`src/design/fwicp_pkg.sv`:
```
package fwicp_pkg;

  // Table and stream geometry
  localparam int MAX_CHUNKS = 32;
  localparam int IDX_W      = $clog2(MAX_CHUNKS);
  localparam int CNT_W      = $clog2(MAX_CHUNKS + 1);
  localparam int POS_W      = 32;

  localparam logic [31:0] IMG_MAGIC = 32'h4657_5452;

  // Header byte positions
  localparam logic [POS_W-1:0] HDR_BYTES    = POS_W'(16);
  localparam logic [POS_W-1:0] POS_MAGIC    = POS_W'(3);
  localparam logic [POS_W-1:0] POS_VERSION  = POS_W'(7);
  localparam logic [POS_W-1:0] POS_COUNT    = POS_W'(11);

  // Chunk header byte counter marks
  localparam logic [2:0] CHDR_OFFSET = 3'd0;
  localparam logic [2:0] CHDR_ADDR   = 3'd3;
  localparam logic [2:0] CHDR_LAST   = 3'd7;

  // Operation codes
  localparam logic OP_BYTE  = 1'b0;
  localparam logic OP_QUERY = 1'b1;

  // Result kinds
  localparam logic KIND_REPORT = 1'b0;
  localparam logic KIND_QUERY  = 1'b1;

  // Parse status / error codes
  localparam logic [2:0] ST_OK         = 3'd0;
  localparam logic [2:0] ST_SHORT      = 3'd1;
  localparam logic [2:0] ST_MAGIC      = 3'd2;
  localparam logic [2:0] ST_COUNT      = 3'd3;
  localparam logic [2:0] ST_HDR_TRUNC  = 3'd4;
  localparam logic [2:0] ST_DATA_TRUNC = 3'd5;
  localparam logic [2:0] ST_TOO_LONG   = 3'd6;

  // Query status codes
  localparam logic [2:0] QST_OK        = 3'd0;
  localparam logic [2:0] QST_BAD_INDEX = 3'd1;

  // One chunk table entry
  typedef struct packed {
    logic [31:0] offset;
    logic [31:0] addr;
    logic [31:0] len;
  } chunk_entry_t;

endpackage

```
`src/design/fwicp_in_if.sv`:
```
interface fwicp_in_if;
  logic       valid;
  logic       ready;
  logic       op;
  logic [7:0] data_byte;
  logic       last;
  logic [7:0] chunk_index;

  modport source (output valid, output op, output data_byte, output last,
                  output chunk_index, input ready);
  modport sink (input valid, input op, input data_byte, input last,
                input chunk_index, output ready);
endinterface

```
`src/design/fwicp_out_if.sv`:
```
interface fwicp_out_if;
  logic        valid;
  logic        ready;
  logic        kind;
  logic [2:0]  status;
  logic [31:0] version;
  logic [5:0]  chunk_count;
  logic        image_nonzero;
  logic [31:0] chunk_addr;
  logic [31:0] chunk_len;
  logic [31:0] chunk_offset;

  modport source (output valid, output kind, output status, output version,
                  output chunk_count, output image_nonzero, output chunk_addr,
                  output chunk_len, output chunk_offset, input ready);
  modport sink (input valid, input kind, input status, input version,
                input chunk_count, input image_nonzero, input chunk_addr,
                input chunk_len, input chunk_offset, output ready);
endinterface

```
`src/design/firmware_image_chunk_parser_top.sv`:
```
// A last byte or a query shows its result through the result stage and then the output register.
// Throughput: one item per cycle while the result stage is empty or can advance; the chunk table
// read for a query is registered, and each byte updates the parse state.
// Reset (rst, synchronous, active high) clears the parse state, valid chunk count
// and the pipeline; the chunk table is not cleared and only entries written by
// the last good image are ever read.
module firmware_image_chunk_parser_top (
  input  logic              clk,
  input  logic              rst,
  fwicp_in_if.sink          in_ch,
  fwicp_out_if.source       out_ch
);

  // Parse state
  logic [fwicp_pkg::POS_W-1:0] byte_position, byte_position_next;
  logic [31:0]                 word_assembler, word_assembler_next;
  logic [31:0]                 image_version, image_version_next;
  logic [fwicp_pkg::CNT_W-1:0] declared_chunks, declared_chunks_next;
  logic [fwicp_pkg::CNT_W-1:0] chunk_cursor, chunk_cursor_next;
  logic                        in_chunk_data, in_chunk_data_next;
  logic [2:0]                  header_byte_count, header_byte_count_next;
  logic [31:0]                 data_remaining, data_remaining_next;
  logic [2:0]                  error_code, error_code_next;
  logic                        nonzero_seen, nonzero_seen_next;
  logic [fwicp_pkg::CNT_W-1:0] valid_chunks, valid_chunks_next;
  logic [31:0]                 hdr_offset, hdr_offset_next;
  logic [31:0]                 hdr_addr, hdr_addr_next;

  // Chunk table
  fwicp_pkg::chunk_entry_t     chunk_mem [fwicp_pkg::MAX_CHUNKS];
  fwicp_pkg::chunk_entry_t     rd_entry;
  logic                        mem_we;

  // Result stage and output register
  logic                        s1_valid;
  logic                        s1_kind;
  logic [2:0]                  s1_status;
  logic [31:0]                 s1_version;
  logic [fwicp_pkg::CNT_W-1:0] s1_count;
  logic                        s1_nonzero;
  logic                        s1_hit;
  logic                        s1_adv;
  logic                        s1_load;
  logic                        out_valid;

  // Combinational per-item values
  logic                        acc;
  logic                        is_byte;
  logic [2:0]                  rpt_status;
  logic                        q_hit;
  logic [fwicp_pkg::POS_W-1:0] pos_inc;
  logic [31:0]                 dr_dec;

  assign acc     = in_ch.valid && in_ch.ready;
  assign is_byte = (in_ch.op == fwicp_pkg::OP_BYTE);
  assign s1_adv  = !out_valid || out_ch.ready;
  assign in_ch.ready = !s1_valid || s1_adv;
  assign s1_load = acc && (!is_byte || in_ch.last);
  assign q_hit   = in_ch.chunk_index < 8'(valid_chunks);
  assign pos_inc = byte_position + fwicp_pkg::POS_W'(1);
  assign dr_dec  = data_remaining - 32'd1;

  // Advance the parse state for one image byte
  always_comb begin
    byte_position_next     = byte_position;
    word_assembler_next    = word_assembler;
    image_version_next     = image_version;
    declared_chunks_next   = declared_chunks;
    chunk_cursor_next      = chunk_cursor;
    in_chunk_data_next     = in_chunk_data;
    header_byte_count_next = header_byte_count;
    data_remaining_next    = data_remaining;
    error_code_next        = error_code;
    nonzero_seen_next      = nonzero_seen;
    valid_chunks_next      = valid_chunks;
    hdr_offset_next        = hdr_offset;
    hdr_addr_next          = hdr_addr;
    mem_we                 = 1'b0;
    rpt_status             = fwicp_pkg::ST_OK;

    if (acc && is_byte) begin
      if (byte_position == '0 && error_code != fwicp_pkg::ST_TOO_LONG) begin
        valid_chunks_next = '0;
      end
      if (in_ch.data_byte != 8'd0) begin
        nonzero_seen_next = 1'b1;
      end
      word_assembler_next = {in_ch.data_byte, word_assembler[31:8]};

      if (error_code == fwicp_pkg::ST_OK) begin
        if (byte_position < fwicp_pkg::HDR_BYTES) begin
          // Image header fields
          if (byte_position == fwicp_pkg::POS_MAGIC &&
              word_assembler_next != fwicp_pkg::IMG_MAGIC) begin
            error_code_next = fwicp_pkg::ST_MAGIC;
          end else if (byte_position == fwicp_pkg::POS_VERSION) begin
            image_version_next = word_assembler_next;
          end else if (byte_position == fwicp_pkg::POS_COUNT) begin
            if (word_assembler_next > 32'(fwicp_pkg::MAX_CHUNKS)) begin
              error_code_next = fwicp_pkg::ST_COUNT;
            end else begin
              declared_chunks_next = word_assembler_next[fwicp_pkg::CNT_W-1:0];
            end
          end
        end else if (chunk_cursor < declared_chunks) begin
          if (in_chunk_data) begin
            // Count down chunk data
            data_remaining_next = dr_dec;
            if (dr_dec == 32'd0) begin
              in_chunk_data_next = 1'b0;
              chunk_cursor_next  = chunk_cursor + fwicp_pkg::CNT_W'(1);
            end
          end else begin
            // Collect the chunk header, write the entry on its last byte
            if (header_byte_count == fwicp_pkg::CHDR_OFFSET) begin
              hdr_offset_next = 32'(byte_position);
            end
            if (header_byte_count == fwicp_pkg::CHDR_ADDR) begin
              hdr_addr_next = word_assembler_next;
            end
            if (header_byte_count == fwicp_pkg::CHDR_LAST) begin
              mem_we                 = 1'b1;
              header_byte_count_next = 3'd0;
              if (word_assembler_next == 32'd0) begin
                chunk_cursor_next = chunk_cursor + fwicp_pkg::CNT_W'(1);
              end else begin
                in_chunk_data_next  = 1'b1;
                data_remaining_next = word_assembler_next;
              end
            end else begin
              header_byte_count_next = header_byte_count + 3'd1;
            end
          end
        end
      end

      byte_position_next = pos_inc;
      if (pos_inc == '0) begin
        error_code_next = fwicp_pkg::ST_TOO_LONG;
      end

      // Report and restart the stream on the last byte
      if (in_ch.last) begin
        if (error_code_next == fwicp_pkg::ST_TOO_LONG) begin
          rpt_status = fwicp_pkg::ST_TOO_LONG;
        end else if (byte_position_next < fwicp_pkg::HDR_BYTES) begin
          rpt_status = fwicp_pkg::ST_SHORT;
        end else if (error_code_next != fwicp_pkg::ST_OK) begin
          rpt_status = error_code_next;
        end else if (chunk_cursor_next < declared_chunks_next) begin
          rpt_status = in_chunk_data_next ? fwicp_pkg::ST_DATA_TRUNC
                                          : fwicp_pkg::ST_HDR_TRUNC;
        end else begin
          rpt_status = fwicp_pkg::ST_OK;
        end
        valid_chunks_next = (rpt_status == fwicp_pkg::ST_OK) ? declared_chunks_next : '0;
      end
    end
  end

  // Update parse state
  always_ff @(posedge clk) begin
    if (rst || (acc && is_byte && in_ch.last)) begin
      byte_position     <= '0;
      word_assembler    <= '0;
      image_version     <= '0;
      declared_chunks   <= '0;
      chunk_cursor      <= '0;
      in_chunk_data     <= 1'b0;
      header_byte_count <= '0;
      data_remaining    <= '0;
      error_code        <= fwicp_pkg::ST_OK;
      nonzero_seen      <= 1'b0;
    end else begin
      byte_position     <= byte_position_next;
      word_assembler    <= word_assembler_next;
      image_version     <= image_version_next;
      declared_chunks   <= declared_chunks_next;
      chunk_cursor      <= chunk_cursor_next;
      in_chunk_data     <= in_chunk_data_next;
      header_byte_count <= header_byte_count_next;
      data_remaining    <= data_remaining_next;
      error_code        <= error_code_next;
      nonzero_seen      <= nonzero_seen_next;
    end
    if (rst) begin
      valid_chunks <= '0;
    end else begin
      valid_chunks <= valid_chunks_next;
    end
    hdr_offset <= hdr_offset_next;
    hdr_addr   <= hdr_addr_next;
  end

  // Chunk table: write on the last chunk header byte, read on a query
  always_ff @(posedge clk) begin
    if (mem_we) begin
      chunk_mem[chunk_cursor[fwicp_pkg::IDX_W-1:0]] <=
        '{offset: hdr_offset, addr: hdr_addr, len: word_assembler_next};
    end
    if (acc && !is_byte) begin
      rd_entry <= chunk_mem[in_ch.chunk_index[fwicp_pkg::IDX_W-1:0]];
    end
  end

  // Result stage: hold while the output register is full and not taken
  always_ff @(posedge clk) begin
    if (rst) begin
      s1_valid <= 1'b0;
    end else if (s1_load) begin
      s1_valid <= 1'b1;
    end else if (s1_adv) begin
      s1_valid <= 1'b0;
    end
    if (s1_load) begin
      if (is_byte) begin
        s1_kind    <= fwicp_pkg::KIND_REPORT;
        s1_status  <= rpt_status;
        s1_version <= (rpt_status == fwicp_pkg::ST_OK) ? image_version_next : 32'd0;
        s1_count   <= valid_chunks_next;
        s1_nonzero <= nonzero_seen_next;
        s1_hit     <= 1'b0;
      end else begin
        s1_kind    <= fwicp_pkg::KIND_QUERY;
        s1_status  <= q_hit ? fwicp_pkg::QST_OK : fwicp_pkg::QST_BAD_INDEX;
        s1_version <= 32'd0;
        s1_count   <= valid_chunks;
        s1_nonzero <= 1'b0;
        s1_hit     <= q_hit;
      end
    end
  end

  // Output register: merge table data for a query hit
  always_ff @(posedge clk) begin
    if (rst) begin
      out_valid <= 1'b0;
    end else if (s1_adv) begin
      out_valid <= s1_valid;
    end
    if (s1_adv) begin
      out_ch.kind          <= s1_kind;
      out_ch.status        <= s1_status;
      out_ch.version       <= s1_version;
      out_ch.chunk_count   <= 6'(s1_count);
      out_ch.image_nonzero <= s1_nonzero;
      out_ch.chunk_addr    <= s1_hit ? rd_entry.addr   : 32'd0;
      out_ch.chunk_len     <= s1_hit ? rd_entry.len    : 32'd0;
      out_ch.chunk_offset  <= s1_hit ? rd_entry.offset : 32'd0;
    end
  end

  assign out_ch.valid = out_valid;

endmodule

```
`src/flat_wrapper.sv`:
```
// flat-port wrapper written by rule: the top's interface ports become plain ports
module firmware_image_chunk_parser_top_flat 
  (clk, rst, in_ch_valid, in_ch_op, in_ch_data_byte, in_ch_last, in_ch_chunk_index, in_ch_ready, out_ch_valid, out_ch_kind, out_ch_status, out_ch_version, out_ch_chunk_count, out_ch_image_nonzero, out_ch_chunk_addr, out_ch_chunk_len, out_ch_chunk_offset, out_ch_ready);
  fwicp_in_if in_ch_i ();
  fwicp_out_if out_ch_i ();
  input  logic clk;
  input  logic rst;
  input wire logic [$bits(in_ch_i.valid)-1:0] in_ch_valid;
  input wire logic [$bits(in_ch_i.op)-1:0] in_ch_op;
  input wire logic [$bits(in_ch_i.data_byte)-1:0] in_ch_data_byte;
  input wire logic [$bits(in_ch_i.last)-1:0] in_ch_last;
  input wire logic [$bits(in_ch_i.chunk_index)-1:0] in_ch_chunk_index;
  output wire logic [$bits(in_ch_i.ready)-1:0] in_ch_ready;
  output wire logic [$bits(out_ch_i.valid)-1:0] out_ch_valid;
  output wire logic [$bits(out_ch_i.kind)-1:0] out_ch_kind;
  output wire logic [$bits(out_ch_i.status)-1:0] out_ch_status;
  output wire logic [$bits(out_ch_i.version)-1:0] out_ch_version;
  output wire logic [$bits(out_ch_i.chunk_count)-1:0] out_ch_chunk_count;
  output wire logic [$bits(out_ch_i.image_nonzero)-1:0] out_ch_image_nonzero;
  output wire logic [$bits(out_ch_i.chunk_addr)-1:0] out_ch_chunk_addr;
  output wire logic [$bits(out_ch_i.chunk_len)-1:0] out_ch_chunk_len;
  output wire logic [$bits(out_ch_i.chunk_offset)-1:0] out_ch_chunk_offset;
  input wire logic [$bits(out_ch_i.ready)-1:0] out_ch_ready;
  assign in_ch_i.valid = in_ch_valid;
  assign in_ch_i.op = in_ch_op;
  assign in_ch_i.data_byte = in_ch_data_byte;
  assign in_ch_i.last = in_ch_last;
  assign in_ch_i.chunk_index = in_ch_chunk_index;
  assign in_ch_ready = in_ch_i.ready;
  assign out_ch_valid = out_ch_i.valid;
  assign out_ch_kind = out_ch_i.kind;
  assign out_ch_status = out_ch_i.status;
  assign out_ch_version = out_ch_i.version;
  assign out_ch_chunk_count = out_ch_i.chunk_count;
  assign out_ch_image_nonzero = out_ch_i.image_nonzero;
  assign out_ch_chunk_addr = out_ch_i.chunk_addr;
  assign out_ch_chunk_len = out_ch_i.chunk_len;
  assign out_ch_chunk_offset = out_ch_i.chunk_offset;
  assign out_ch_i.ready = out_ch_ready;
  firmware_image_chunk_parser_top u_core (.clk(clk), .rst(rst), .in_ch(in_ch_i), .out_ch(out_ch_i));
endmodule
```
`config.mk`:
```
export PLATFORM = sky130hd
export DESIGN_NAME = firmware_image_chunk_parser_top_flat
export DESIGN_NICKNAME = d
export VERILOG_FILES = /design/src/design/fwicp_pkg.sv /design/src/design/fwicp_in_if.sv /design/src/design/fwicp_out_if.sv /design/src/design/firmware_image_chunk_parser_top.sv /design/src/flat_wrapper.sv
export SDC_FILE = /design/constraint.sdc
export NUM_CORES = 2
export LEC_CHECK = 0
export ABC_CLOCK_PERIOD_IN_PS = 14520
export BUFFER_PORTS_ARGS = -buffer_cell sky130_fd_sc_hd__buf_2
export CELL_PAD_IN_SITES_DETAIL_PLACEMENT = 1
export CELL_PAD_IN_SITES_GLOBAL_PLACEMENT = 2
export CORE_ASPECT_RATIO = 1.1
export CORE_MARGIN = 3
export CORE_UTILIZATION = 51
export CTS_CLUSTER_DIAMETER = 200
export DETAILED_ROUTE_END_ITERATION = 16
export PLACE_DENSITY_LB_ADDON = 0.1
export SLEW_MARGIN = 15
export SYNTH_ARGS = -nofsm -noshare
export SYNTH_HDL_FRONTEND = slang
export SYNTH_SLANG_ARGS = --single-unit
export TNS_END_PERCENT = 1
```
`constraint.sdc`:
```
create_clock -name clk -period 14.52 [get_ports clk]
set_input_delay 2.904 -clock clk [delete_from_list [all_inputs] [get_ports clk]]
set_output_delay 2.904 -clock clk [all_outputs]
set_load 0.005 [all_outputs]
```
==> results by group <==
Placed design
  – Dpl cell area: 0.142 mm^2
  – GPL Wtd Cong: 0.788
  – Pre-CTS WS: around 5500 ps
  – DP HPWL: 183 mm
  – Buffers on Ports: approximately 160

Pwr
  – Lkg Pwr: 49.0 nW
  – Power Dens Cells: roughly 140 mW/mm^2
  – PnR Total Power: 21.2 mW
  – VDD IR-drop max: around 0.10 mV

Yosys
  – Async S/R FF share, synth: 0%
  – Synth top area share: between 70 and 80%
  – Synth Net Count: 6126
  – Mapped cell area: 0.136 mm^2
  – Yosys top cell by area: edfxtp_1
  – Avg Inst Size Synth: approximately 22 um^2
  – Netlist cell types: 83
  – Seq/Total Area, Yosys: between 70% and 80%
  – Post-synth top flop: edfxtp_1
  – Largest cells by area after synthesis: edfxtp_1 (75%), mux4_2 (16%), dfxtp_1 (2.3%), mux2_2 (0.80%), clkbuf_1 (0.68%)
  – Register bit total from synthesis: 3571
  – Synthesis Warnings: 0
  – Cells after synthesis: 6077
  – Post-synth EDFFs: 3415

Routing
  – DRT antenna net count: 0
  – Total Routed Length: 361 mm
  – DR DRC count: 0
  – Vias per cell: 6.37
  – DRC marker count from the first detailed-route iteration: 8233
  – DRT Pass-1 Iters: 5
  – Total vias in the final route: around 65000
  – Avg WL per Cell: 35.3 um

CTS
  – H-tree levels: 5
  – Cts hold-fix bufs: 0
  – Clk slew on worst S/H paths: 60 ps
  – Clock Tree Root: clkbuf_16
  – Max clock buf depth: 4
  – Clock Latency Late Sink: around 900 ps
  – PostCTS Resize Cnt: 0
  – CTS tree: done
  – CTS buffer count: 360
  – Setup bufs post-CTS: 0
  – Clock Sinks: 3571

Critical path
  – Worst EP required: about 15000 ps
  – CP Launch Type: input port
  – Critical R2R Launch: u_core.data_remaining[0]$_SDFFE_PP0P_
  – Crit path launch: out_ch_ready
  – R2R depth: 17
  – Crit Path Category: input port to flip-flop
  – R2R Path End: u_core.s1_version[21]$_SDFFCE_PP0P_
  – R2R setup slack: 8020 ps
  – CP max FO: between 40 and 50
  – WP data arrival: roughly 8500 ps
  – Crit. End Element: flip-flop

Finish
  – Commonest non-fill, non-tap cell in the layout: edfxtp_1
  – Most frequent cells in the layout: edfxtp_1 (3415), mux4_2 (960), clkbuf_16 (369)
  – Filler cell count in the final layout: 21762
  – Final net count: 6484
  – Layout area overhead: 12.9%
  – Post-route cell area: 0.154 mm^2
  – Final core occ: 58.1%
  – Fraction of layout instances using a drive strength above 1: between 20% and 30%

STA
  – # setup viols final: 0
  – Max_slew headroom: 15.2%
  – Final Cycle Share: approximately 55%
  – Final Hold Vio Count: 0
  – FMAX: 125 MHz
  – PnR worst setup slack: 6510 ps
  – Final min period: between 8000 and 9000 ps
  – RSZ-0062 raised after global routing: false
  – Least-Margin Pin Slew: 1270 ps
  – Fin Clk Skew: between 40 and 50 ps
  – Pins Over Slew Limit: 0
  – Setup TNS: 0 ps

Global route
  – Grt ovf: 0
  – Largest net degree at the start of global routing: ~150
  – First-pass GRT wire length: between 500 and 600 mm
  – Number of global-route vias before repair: 68403
  – Total Routing Usage GR: 26.5%
  – Initial antenna violation count: 14

Floorplan
  – Core area: 0.265 mm^2
  – Die span in x: between 400 and 500 um
  – Die area: 0.274 mm^2
  – Die Span Y: approximately 550 um
  – Initial Util: 51.4%
  – Top Ports: 163
  – Site Rows: 198

Hold path
  – Hold crit path type: flip-flop to flip-flop
  – Hold path depth: 0
  – WHS Endpoint: u_core.out_ch.version[25]$_DFFE_PP_
  – Min-delay src: u_core.s1_version[25]$_SDFFCE_PP0P_

Outcome
  – Status: completed

Run
  – MaxCap Viol Count: 0
==> cell type report <==
class                           instances  area (um^2)  area share (%)
Sequential cell                      3571       106000            68.6
Multi-Input combinational cell       2149        29700            19.3
Clock buffer                          444         9590            6.22
Tap cell                             3500         4380            2.84
Timing Repair Buffer                  317         2420            1.57
Clock inverter                        211         2100            1.37
Inverter                               36          135          0.0877
Antenna cell                            5         12.5         0.00812
==> stage by stage <==
step | cells | hold WS (ps)
after floorplan | 6077 | 400
after global placement | 9562 | 404
after detailed placement | 9562 | 406
after CTS | 10217 | 418
after global routing | 10230 | 424
final | 10233 | 417
==> cells in the mapped netlist, types with 24 or more instances <==
| cell | instances |
|---|---|
| nor2_1 | 163 |
| or3_1 | 44 |
| dfxtp_1 | 156 |
| o21ai_0 | 50 |
| xnor2_1 | 25 |
| nor3_1 | 41 |
| nand3_1 | 31 |
| edfxtp_1 | 3415 |
| a21oi_1 | 86 |
| inv_1 | 36 |
| nor4_1 | 25 |
| a22oi_1 | 24 |
| ha_1 | 27 |
| mux4_2 | 960 |
| mux2i_1 | 44 |
| nor3_2 | 31 |
| nand4_1 | 32 |
| nand2_1 | 175 |
| mux2_2 | 97 |
| buf_1 | 56 |
| and2_1 | 110 |
| clkbuf_1 | 249 |
| xor2_1 | 24 |
==> critical path, stage by stage <==
cell and delay [ps]:
buf_2 90, nand2b_4 400, or2_2 240, nand2_1 200, nor2_4 120, buf_4 380, nand2_1 230, nor3_1 580
nand2_1 630, nor2_4 790, buf_4 750, buf_4 960
==> worst max path at each step <==
| stage | end | slack [ps] | depth (start not counted) |
|---|---|---|---|
| 6_report | u_core.chunk_mem[17][92]$_DFFE_PP_ | 6510 | 12 |
| 5_1_grt | u_core.chunk_mem[17][88]$_DFFE_PP_ | 6250 | 12 |
| 4_1_cts | u_core.chunk_mem[17][85]$_DFFE_PP_ | 6440 | 12 |
| 3_5_place_dp | u_core.chunk_mem[17][88]$_DFFE_PP_ | 5520 | 12 |
| 3_3_place_gp | u_core.chunk_mem[17][88]$_DFFE_PP_ | 5660 | 12 |
| 2_1_floorplan | u_core.chunk_mem[21][0]$_DFFE_PP_ | 1740 | 9 |
==> state kept, by name (all words and copies together), names as in the netlist, 32 cells and up <==
register and flops:
u_core.rd_entry 96, u_core.word_assembler 32, u_core.out_ch.chunk_offset 32, u_core.hdr_addr 32, u_core.out_ch.chunk_len 32, u_core.byte_position 32, u_core.data_remaining 32, u_core.out_ch.version 32
u_core.out_ch.chunk_addr 32, u_core.chunk_mem 3072, u_core.s1_version 32, u_core.hdr_offset 32, u_core.image_version 32
==> layer usage <==
layer | routed length [um] | global-route usage [%] | vias up | share of wire, %
li1 | - | - | 26246 | -
met1 | 151000 | 38.7 | 35639 | 42
met2 | 175000 | 42.3 | 2753 | 48
met3 | 25900 | 4.34 | 535 | 7.2
met4 | 9100 | 6.91 | 6 | 2.5
met5 | 28 | 0 | - | 0.0078
==> kinds of logic after synthesis <==
logic type | Yosys count | synth area share [%]
buffers and inverters | 357 | 1.03
AO/OA/AOI/OAI | 239 | 1.14
AND/OR/NAND/NOR | 732 | 2.86
flip-flops | 3571 | 77.4
multiplexers | 1102 | 17.0
XOR/XNOR | 49 | 0.314
adder cells (fa/ha/maj) | 27 | 0.248
==> power by group <==
| part | leakage (nW) | internal [mW] | switching [mW] | total [mW] |
|---|---|---|---|---|
| registers | 32.6 | 11.2 | 0.0203 | 11.2 |
| clock network | 5.73 | 5.40 | 3.89 | 9.29 |
| logic | 10.6 | 0.309 | 0.379 | 0.688 |
| total | 49.0 | 16.9 | 4.29 | 21.2 |
Note: power is estimated with default switching activity, not from simulation.
